`src/hw/rtl/bsad_pkg.sv`:
```
// Shared types, codes and lookup functions for the bank-switch address decoder.
`timescale 1ns / 1ps

package bsad_pkg;

  // Device codes carried on the result beat.
  typedef enum logic [2:0] {
    DEV_NONE    = 3'd0,
    DEV_RAM     = 3'd1,
    DEV_KERNAL  = 3'd2,
    DEV_BASIC   = 3'd3,
    DEV_CART_LO = 3'd4,
    DEV_CART_HI = 3'd5,
    DEV_IO      = 3'd6,
    DEV_CHAR    = 3'd7
  } dev_t;

  // Memory map regions, each made of one or more 4 KiB blocks.
  typedef enum logic [2:0] {
    REG_LO     = 3'd0,
    REG_MID    = 3'd1,
    REG_LOCART = 3'd2,
    REG_BASIC  = 3'd3,
    REG_HIRAM  = 3'd4,
    REG_IO     = 3'd5,
    REG_KERNAL = 3'd6
  } region_t;

  // I/O unit codes.
  localparam logic [2:0] IO_VIDEO = 3'd0;
  localparam logic [2:0] IO_SOUND = 3'd1;
  localparam logic [2:0] IO_COLOR = 3'd2;
  localparam logic [2:0] IO_CIA1  = 3'd3;
  localparam logic [2:0] IO_CIA2  = 3'd4;
  localparam logic [2:0] IO_IO1   = 3'd5;
  localparam logic [2:0] IO_IO2   = 3'd6;

  // Configuration register indexes.
  localparam logic CFG_ROM_LINE  = 1'b0;
  localparam logic CFG_GAME_LINE = 1'b1;

  // Processor port addresses and reset values.
  localparam logic [15:0] PORT_DIR_ADDR  = 16'h0000;
  localparam logic [15:0] PORT_DATA_ADDR = 16'h0001;
  localparam logic [7:0]  PORT_DIR_RESET  = 8'h00;
  localparam logic [7:0]  PORT_DATA_RESET = 8'h37;

  // Banking bits taken from the port data byte.
  typedef struct packed {
    logic chr;
    logic hi;
    logic lo;
  } bank_bits_t;

  // One decoded result beat.
  typedef struct packed {
    logic [7:0]  device_data;
    logic        is_write;
    logic [7:0]  read_data;
    logic        port_hit;
    logic [2:0]  io_unit;
    logic [15:0] device_address;
    dev_t        device_select;
  } result_t;

  // Region of a 4 KiB block number.
  function automatic region_t region_of(input logic [3:0] blk);
    region_t r;
    case (blk)
      4'h0:                                     r = REG_LO;
      4'h8, 4'h9:                               r = REG_LOCART;
      4'hA, 4'hB:                               r = REG_BASIC;
      4'hC:                                     r = REG_HIRAM;
      4'hD:                                     r = REG_IO;
      4'hE, 4'hF:                               r = REG_KERNAL;
      default:                                  r = REG_MID;
    endcase
    return r;
  endfunction

  // Address mask that matches the size of each device.
  function automatic logic [15:0] mask_of(input dev_t dev);
    logic [15:0] m;
    unique case (dev)
      DEV_NONE:                                 m = 16'h0000;
      DEV_RAM:                                  m = 16'hFFFF;
      DEV_CART_HI, DEV_CHAR:                    m = 16'h0FFF;
      default:                                  m = 16'h1FFF;
    endcase
    return m;
  endfunction

  // I/O unit from the page number inside the I/O region.
  function automatic logic [2:0] io_unit_of(input logic [3:0] page);
    logic [2:0] u;
    case (page)
      4'h0, 4'h1, 4'h2, 4'h3:                   u = IO_VIDEO;
      4'h4, 4'h5, 4'h6, 4'h7:                   u = IO_SOUND;
      4'h8, 4'h9, 4'hA, 4'hB:                   u = IO_COLOR;
      4'hC:                                     u = IO_CIA1;
      4'hD:                                     u = IO_CIA2;
      4'hE:                                     u = IO_IO1;
      default:                                  u = IO_IO2;
    endcase
    return u;
  endfunction

endpackage

```
`src/hw/rtl/bank_switch_address_decoder.sv`:
```
// Top level of the bank-switch address decoder: input stage, decode and result register.
//
// Usage:
//   The in_ channel carries one CPU bus access per beat: in_tuser is the access kind
//   (0 read, 1 write), in_tdata holds the address and the write byte. The out_ channel
//   returns one decoded beat per access, in order: selected device, address masked to
//   the device size, I/O unit, port read-back and the forwarded write byte.
//   The cfg_ port sets the cartridge expansion ROM and game lines; change them only
//   while no access is in flight.
//   An accepted beat is held in the input register and is then decoded into the result
//   register, where it raises out_tvalid. One beat is taken every cycle while out_tready
//   is high.
//   The processor port bytes update when a write beat leaves the input register, so
//   the next access always sees them.
//   Reset (rst_n low, synchronous) empties both stages, clears the cartridge lines and
//   sets the port to direction 0x00, data 0x37.
//   When the receiver holds out_tready low, the result beat waits in the output
//   register, the input register still takes one more beat, and in_tready then drops
//   until the output moves again.
`timescale 1ns / 1ps

module bank_switch_address_decoder (
  input  logic        clk,
  input  logic        rst_n,
  // Input beats
  input  logic        in_tvalid,
  output logic        in_tready,
  input  logic [23:0] in_tdata,   // [15:0] address, [23:16] write_data
  input  logic        in_tuser,   // [0] command
  // Result beats
  output logic        out_tvalid,
  input  logic        out_tready,
  // [2:0] device_select, [18:3] device_address, [21:19] io_unit,
  // [29:22] read_data, [37:30] device_data, [39:38] zero
  output logic [39:0] out_tdata,
  output logic [1:0]  out_tuser,  // [0] port_hit, [1] is_write
  // Configuration writes
  input  logic        cfg_wr_en,
  input  logic        cfg_index,
  input  logic        cfg_wr_data
);

  logic              s1_valid_r;
  logic              s1_valid_nxt;
  logic              s1_cmd_r;
  logic [15:0]       s1_addr_r;
  logic [7:0]        s1_wdata_r;
  logic              out_valid_r;
  logic              out_valid_nxt;
  bsad_pkg::result_t out_res_r;
  bsad_pkg::result_t dec_res;
  logic              rom_line_r;
  logic              game_line_r;
  logic              out_free;
  logic              s1_adv;
  logic              in_fire;
  bsad_pkg::bank_bits_t bank;
  logic [7:0]        port_rd;

  assign out_free  = !out_valid_r || out_tready;
  assign s1_adv    = s1_valid_r && out_free;
  assign in_tready = !s1_valid_r || out_free;
  assign in_fire   = in_tvalid && in_tready;

  // Cartridge line registers.
  always_ff @(posedge clk) begin
    if (!rst_n) begin
      rom_line_r  <= 1'b0;
      game_line_r <= 1'b0;
    end else if (cfg_wr_en) begin
      if (cfg_index == bsad_pkg::CFG_ROM_LINE) begin
        rom_line_r <= cfg_wr_data;
      end
      if (cfg_index == bsad_pkg::CFG_GAME_LINE) begin
        game_line_r <= cfg_wr_data;
      end
    end
  end

  // Stage valid flags.
  always_comb begin
    if (in_fire) begin
      s1_valid_nxt = 1'b1;
    end else if (out_free) begin
      s1_valid_nxt = 1'b0;
    end else begin
      s1_valid_nxt = s1_valid_r;
    end
    out_valid_nxt = out_free ? s1_valid_r : out_valid_r;
  end

  always_ff @(posedge clk) begin
    if (!rst_n) begin
      s1_valid_r  <= 1'b0;
      out_valid_r <= 1'b0;
    end else begin
      s1_valid_r  <= s1_valid_nxt;
      out_valid_r <= out_valid_nxt;
    end
  end

  // Input register payload.
  always_ff @(posedge clk) begin
    if (in_fire) begin
      s1_cmd_r   <= in_tuser;
      s1_addr_r  <= in_tdata[15:0];
      s1_wdata_r <= in_tdata[23:16];
    end
  end

  bsad_port u_port (
    .clk        (clk),
    .rst_n      (rst_n),
    .commit     (s1_adv),
    .command    (s1_cmd_r),
    .address    (s1_addr_r),
    .write_data (s1_wdata_r),
    .bank       (bank),
    .read_data  (port_rd)
  );

  bsad_decode u_decode (
    .command      (s1_cmd_r),
    .address      (s1_addr_r),
    .write_data   (s1_wdata_r),
    .rom_line     (rom_line_r),
    .game_line    (game_line_r),
    .bank         (bank),
    .port_rd_data (port_rd),
    .result       (dec_res)
  );

  // Result register payload.
  always_ff @(posedge clk) begin
    if (s1_adv) begin
      out_res_r <= dec_res;
    end
  end

  assign out_tvalid = out_valid_r;
  assign out_tdata  = {2'b00, out_res_r.device_data, out_res_r.read_data,
                       out_res_r.io_unit, out_res_r.device_address,
                       out_res_r.device_select};
  assign out_tuser  = {out_res_r.is_write, out_res_r.port_hit};

endmodule

```
`src/hw/rtl/bsad_port.sv`:
```
// Processor port registers with forwarding of a write in flight.
`timescale 1ns / 1ps

module bsad_port (
  input  logic                clk,
  input  logic                rst_n,
  input  logic                commit,
  input  logic                command,
  input  logic [15:0]         address,
  input  logic [7:0]          write_data,
  output bsad_pkg::bank_bits_t bank,
  output logic [7:0]          read_data
);

  logic [7:0] port_dir_r;
  logic [7:0] port_dir_nxt;
  logic [7:0] port_data_r;
  logic [7:0] port_data_nxt;
  logic       wr_dir;
  logic       wr_data;

  assign wr_dir  = command && (address == bsad_pkg::PORT_DIR_ADDR);
  assign wr_data = command && (address == bsad_pkg::PORT_DATA_ADDR);

  // Port bytes change only when the beat that writes them is retired.
  always_comb begin
    port_dir_nxt  = port_dir_r;
    port_data_nxt = port_data_r;
    if (commit && wr_dir) begin
      port_dir_nxt = write_data;
    end
    if (commit && wr_data) begin
      port_data_nxt = write_data;
    end
  end

  always_ff @(posedge clk) begin
    if (!rst_n) begin
      port_dir_r  <= bsad_pkg::PORT_DIR_RESET;
      port_data_r <= bsad_pkg::PORT_DATA_RESET;
    end else begin
      port_dir_r  <= port_dir_nxt;
      port_data_r <= port_data_nxt;
    end
  end

  // A write to the data byte decodes with its own new banking bits.
  always_comb begin
    if (wr_data) begin
      bank = bsad_pkg::bank_bits_t'(write_data[2:0]);
    end else begin
      bank = bsad_pkg::bank_bits_t'(port_data_r[2:0]);
    end
  end

  // Read-back of the port byte selected by the low address bit.
  assign read_data = address[0] ? port_data_r : port_dir_r;

endmodule

```
`src/hw/rtl/bsad_decode.sv`:
```
// Combinational decode of one bus access into device, masked address and I/O unit.
`timescale 1ns / 1ps

module bsad_decode (
  input  logic                 command,
  input  logic [15:0]          address,
  input  logic [7:0]           write_data,
  input  logic                 rom_line,
  input  logic                 game_line,
  input  bsad_pkg::bank_bits_t bank,
  input  logic [7:0]           port_rd_data,
  output bsad_pkg::result_t    result
);

  bsad_pkg::region_t region;
  bsad_pkg::dev_t    dev;
  logic              ultimax;
  logic              port_read;

  assign region    = bsad_pkg::region_of(address[15:12]);
  assign ultimax   = rom_line && !game_line;
  assign port_read = !command && (address[15:1] == 15'd0);

  // Device selection per region from the cartridge lines and banking bits.
  always_comb begin
    unique case (region)
      bsad_pkg::REG_LO: begin
        dev = bsad_pkg::DEV_RAM;
      end
      bsad_pkg::REG_MID, bsad_pkg::REG_HIRAM: begin
        dev = ultimax ? bsad_pkg::DEV_NONE : bsad_pkg::DEV_RAM;
      end
      bsad_pkg::REG_LOCART: begin
        if (rom_line) begin
          dev = game_line ? bsad_pkg::DEV_RAM : bsad_pkg::DEV_CART_LO;
        end else begin
          dev = (bank.lo && bank.hi) ? bsad_pkg::DEV_CART_LO : bsad_pkg::DEV_RAM;
        end
      end
      bsad_pkg::REG_BASIC: begin
        if (ultimax) begin
          dev = bsad_pkg::DEV_NONE;
        end else if (!rom_line && !game_line && bank.hi) begin
          dev = bsad_pkg::DEV_CART_HI;
        end else if (bank.lo && bank.hi) begin
          dev = bsad_pkg::DEV_BASIC;
        end else begin
          dev = bsad_pkg::DEV_RAM;
        end
      end
      bsad_pkg::REG_IO: begin
        if (ultimax) begin
          dev = bsad_pkg::DEV_IO;
        end else if (!bank.lo && !bank.hi) begin
          dev = bsad_pkg::DEV_RAM;
        end else if (bank.chr) begin
          dev = bsad_pkg::DEV_IO;
        end else if (!game_line) begin
          dev = bsad_pkg::DEV_RAM;
        end else begin
          dev = bsad_pkg::DEV_CHAR;
        end
      end
      default: begin
        if (ultimax) begin
          dev = bsad_pkg::DEV_CART_HI;
        end else begin
          dev = bank.hi ? bsad_pkg::DEV_KERNAL : bsad_pkg::DEV_RAM;
        end
      end
    endcase
  end

  // Result fields; a port read blanks the bus side of the beat.
  always_comb begin
    result = '0;
    if (port_read) begin
      result.port_hit  = 1'b1;
      result.read_data = port_rd_data;
    end else begin
      result.device_select  = dev;
      result.device_address = address & bsad_pkg::mask_of(dev);
      result.io_unit        = (dev == bsad_pkg::DEV_IO) ?
                              bsad_pkg::io_unit_of(address[11:8]) : bsad_pkg::IO_VIDEO;
      result.is_write       = command;
      result.device_data    = command ? write_data : 8'h00;
    end
  end

endmodule

```
`config.mk`:
```
export PLATFORM = sky130hd
export DESIGN_NAME = bank_switch_address_decoder
export DESIGN_NICKNAME = d
export VERILOG_FILES = /design/src/hw/rtl/bsad_pkg.sv /design/src/hw/rtl/bank_switch_address_decoder.sv /design/src/hw/rtl/bsad_port.sv /design/src/hw/rtl/bsad_decode.sv
export SDC_FILE = /design/constraint.sdc
export NUM_CORES = 1
export LEC_CHECK = 0
export ABC_CLOCK_PERIOD_IN_PS = 4000
export BUFFER_PORTS_ARGS = -buffer_cell sky130_fd_sc_hd__buf_4
export CORE_MARGIN = 3
export CORE_UTILIZATION = 30
export CTS_CLUSTER_SIZE = 14
export DETAILED_ROUTE_END_ITERATION = 10
export MAX_ROUTING_LAYER = met4
export PLACE_DENSITY = 0.52
export SYNTH_ARGS = -nofsm -noshare
export SYNTH_HDL_FRONTEND = slang
export SYNTH_HIERARCHICAL = 1
export SYNTH_SLANG_ARGS = --single-unit
```
`constraint.sdc`:
```
create_clock -name clk -period 4 [get_ports clk]
set_input_delay 0 -clock clk [delete_from_list [all_inputs] [get_ports clk]]
set_output_delay 0 -clock clk [all_outputs]
set_load 0.01 [all_outputs]
```
==> results.md <==
Critical path:
- Across all register-to-register paths, the minimum setup slack is roughly 0.67 ns.
- For the worst setup path, the data arrival time is approximately 3.4 ns.
- STA classifies the critical path endpoint as a flop.
- The element type at the critical path start is a flop.
- The type of the worst setup path is reg -> reg.
- At the worst endpoint, the required time is ~4.1 ns.
- The worst-path maximum fanout is 16.

Drt:
- Before antenna repair, the detailed router went through 5 iterations.
- The post-detailed-route DRC marker count is 0.
- In this run, the number of DRC markers left after iteration 0 of detailed routing was 96.
- The count of nets left with antenna violations once routing finished came out at 0.
- The detailed-route via count is 2361.
- The via density per instance is 4.593.
- In the final routed layout, each cell accounts on average for 14.96 um.
- The routed design has roughly 7700 um of wire.

Clock network:
- Buffers inserted during clock tree synthesis total 9.
- The clock tree root buffer cell is sky130_fd_sc_hd__clkbuf_16.
- The number of setup buffers added after CTS is 0.
- The clock sink count is 85.
- The longest clock path from root to sink contains 2 buffers.
- The number of levels the H-tree was split into is 3.
- Clock latency on the worst-skew pair, taken at its later pin, is 0.34 ns.
- After clock tree synthesis, the clock-pin slew on the worst setup and hold paths is 0.06 ns.
- TritonCTS built the clock tree.

Pwr:
- The share of total power dissipated in sequential elements is 0.521.
- Of the total power, the share spent switching nets is 0.2209.
- The internal power of the cells totals ~1.5 mW.
- The share of total power dissipated in combinational logic is 0.088.
- Power spread over the standard cell area amounts to ~400 nW/um2.
- The largest voltage drop on the vdd net is about 180 uV.
- The share of total power dissipated in the clock network is 0.390.
- The leakage power is 1.895 nW.
- The net switching power is 433.9 uW.

Timing:
- The number of setup violations in the final report is 0.
- In the finished design, the share of the clock period the worst path needs comes to 0.8324.
- The largest clock skew in the final design is 0.006291 ns.
- The achievable frequency is 0.3003 GHz.
- The worst path needs 3.329 ns of the cycle, external delays included.
- The headroom to the max-slew limit is 0.5298.
- The number of slew-limit violations in the final report came to 0.
- In the final timing run, aggregate negative setup slack is 0 ns.
- For the pin with the worst max-slew slack, the measured transition is 0.7038 ns.
- Setup repair after global routing left no endpoint under its margin.
- The number of failing hold endpoints at the final stage is 0.

Finish:
- Counting the fill cells in the layout gives 1030.
- The final layout contains 399 nets.
- Leaving out fill and tap cells, the most frequent cells in the layout are sky130_fd_sc_hd__buf_4 (78), sky130_fd_sc_hd__edfxtp_1 (65), sky130_fd_sc_hd__dlygate4sd3_1 (32).
- Of the cells placed in the final design, the portion with a size suffix greater than 1 is 0.3154.
- At the end of the flow the core is filled with cells to 0.4213.
- The most common cell after layout, fill and taps aside is sky130_fd_sc_hd__buf_4.
- 0 antenna diodes ended up in the layout.
- The area overhead of the layout relative to synthesis is 36.38%.

Global routing:
- The initial antenna violation count is 0.
- The global-route wire length before repair is 12460 um.
- The pin count of the biggest net entering global routing is 24.
- Global routing finished with a remaining overflow of 0.
- The via count of the first global-routing pass is 2478.
- The aggregate global-route resource usage is 0.1279.

Floorplanning:
- The y dimension of the die is roughly 110 um.
- The die footprint is 13150 um2.
- The site row count is 39.
- For this configuration, the core starts out at a cell density of 0.3089.
- The region available for standard cell placement spans 11470 um2.
- The floorplan step set the die width to 114.7 um.
- Pin placement for this block handled 76 I/O pins.

Worst hold path:
- The worst hold path belongs to the class in -> reg.

Synth:
- The synthesized netlist occupies a cell area of 3542 um2.
- The post-synthesis area per instance is 13.78 um2.
- Of the synthesized area, sequential elements account for 0.6641.
- In the synthesized netlist, the number of instances is around 260.
- Counting distinct cell types in the post-synthesis netlist gives between 40 and 50.
- The total of flip-flops plus latches after synthesis is 85.
- The synthesis warning total is 6.
- Counting flops with an async set or reset pin after synthesis yields a share of 0.
- The top flip-flop cell by instance count after synthesis is sky130_fd_sc_hd__edfxtp_1.
- Counting flops with a built-in enable in the synthesized netlist gives between 60 and 70.

Placed design:
- The count of buffers added on input and output ports is 73.
- The routability-driven placement congestion ratio is approximately 0.78.
- The HPWL after detailed placement is roughly 5300 um.

Run status:
- The flow ran to the end, and the final reports show no timing, DRC or antenna violations.

Run:
- The number of maximum-capacitance constraint violations is 0.
[cell usage after synthesis (all sizes together) (2+ instances only)]
master  count  area share
and2b       5       0.011
inv        12       0.013
nor4        6       0.016
o311ai      5       0.012
nand4       5       0.011
nor2        3      0.0032
edfxtp     65        0.55
nand3b      2      0.0042
nor2b      10       0.018
mux2i       8       0.023
and3        4      0.0071
nor3        2      0.0042
clkbuf      5      0.0053
nand2b      3      0.0074
nand3       6      0.0085
o21ai      12       0.017
mux2       11       0.038
nand2      18       0.019
buf         8       0.018
nor3b       3      0.0064
a21oi       8       0.011
dfxtp      20        0.11
a31oi       2      0.0078
and2       20       0.035
[per-layer routing]
metal  vias to the layer above  share of wire  GRT usage  wire (um)
met2                        70           0.48     0.1936       3709
li1                       1162              -          -          -
met5                         -              0          -          0
met4                         0          0.023    0.07443        176
met1                      1116           0.45     0.1604       3440
met3                        13          0.047    0.02273        362
[final cells by class]
type	count	area, um2	share of cell area
Sequential cell	85	2352	0.4869
Multi-Input combinational cell	148	1074	0.2222
Timing Repair Buffer	110	905.9	0.1875
Clock buffer	11	242.7	0.05025
Tap cell	143	178.9	0.03704
Inverter	12	45.04	0.009324
Clock inverter	5	32.53	0.006734
[per-stage QoR]
stage | power (mW) | instances | hold slack (ns) | instance area, um2 | setup slack, ns
after floorplan | 1.112 | 258 | 0.09887 | 3546 | 1.136
after global placement | 1.193 | 466 | 0.1780 | 4235 | 0.7170
after detailed placement | 1.195 | 466 | 0.1793 | 4235 | 0.6940
after CTS | 1.991 | 514 | 0.1359 | 4831 | 0.6647
after global routing | 2.041 | 514 | 0.1446 | 4831 | 0.4065
final | 1.964 | 514 | 0.1460 | 4831 | 0.6705
[final timing paths]
check / startpoint / end / depth (start not counted)
hold reg to reg: u_port/port_data_r[6] / u_port/port_data_r[6] / 2
setup reg to reg: s1_addr_r[10] / out_tdata[4] / 10
setup / recovery: s1_addr_r[10] / out_tdata[4] / 10
hold / removal: out_tready / out_tvalid / 3
[repair_timing]
action	CTS	global route
gates resized for setup	0	0
endpoints found under the hold margin	33	0
setup endpoints to repair	0	0
hold buffers	32	0
[cell families (layout without fill, tap and decap cells)]
kind of cell	Yosys count	in the layout	share of synthesized area
compound gates	34	34	0.06571
fa+ha+maj	1	1	0.003532
buf+inv	25	138	0.03638
flops	85	85	0.6641
mux	19	19	0.06076
other cells	1	2	0.001059
simple gates	92	92	0.1685
[worst max-delay path: stages, from the launching register on]
cell,delay [ns]
sky130_fd_sc_hd__edfxtp_1,0.46
sky130_fd_sc_hd__nor4_2,0.37
sky130_fd_sc_hd__nand4_2,0.37
sky130_fd_sc_hd__or2_4,0.38
sky130_fd_sc_hd__mux2_4,0.33
sky130_fd_sc_hd__o22ai_1,0.18
sky130_fd_sc_hd__a2111o_1,0.21
sky130_fd_sc_hd__nand3_1,0.17
sky130_fd_sc_hd__nor3_2,0.20
sky130_fd_sc_hd__buf_4,0.21
sky130_fd_sc_hd__and2b_1,0.20
[flip-flops by register name, indices dropped and copies added (netlist names), 2 cells and up]
signal	count
out_tuser	2
u_port/port_dir_r	8
u_port/port_data_r	8
s1_addr_r	16
out_tdata	38
s1_wdata_r	8
[power by group through the flow]
stage	sequential (mW)	clock, mW	combinational, mW
3_3_place_gp	1.04	0	0.150
4_1_cts	1.03	0.790	0.176
5_1_grt	1.03	0.822	0.190
2_1_floorplan	1.05	0	0.0668
6_report	1.02	0.766	0.174
3_5_place_dp	1.04	0	0.151
Note: power is estimated with default switching activity, not from simulation.
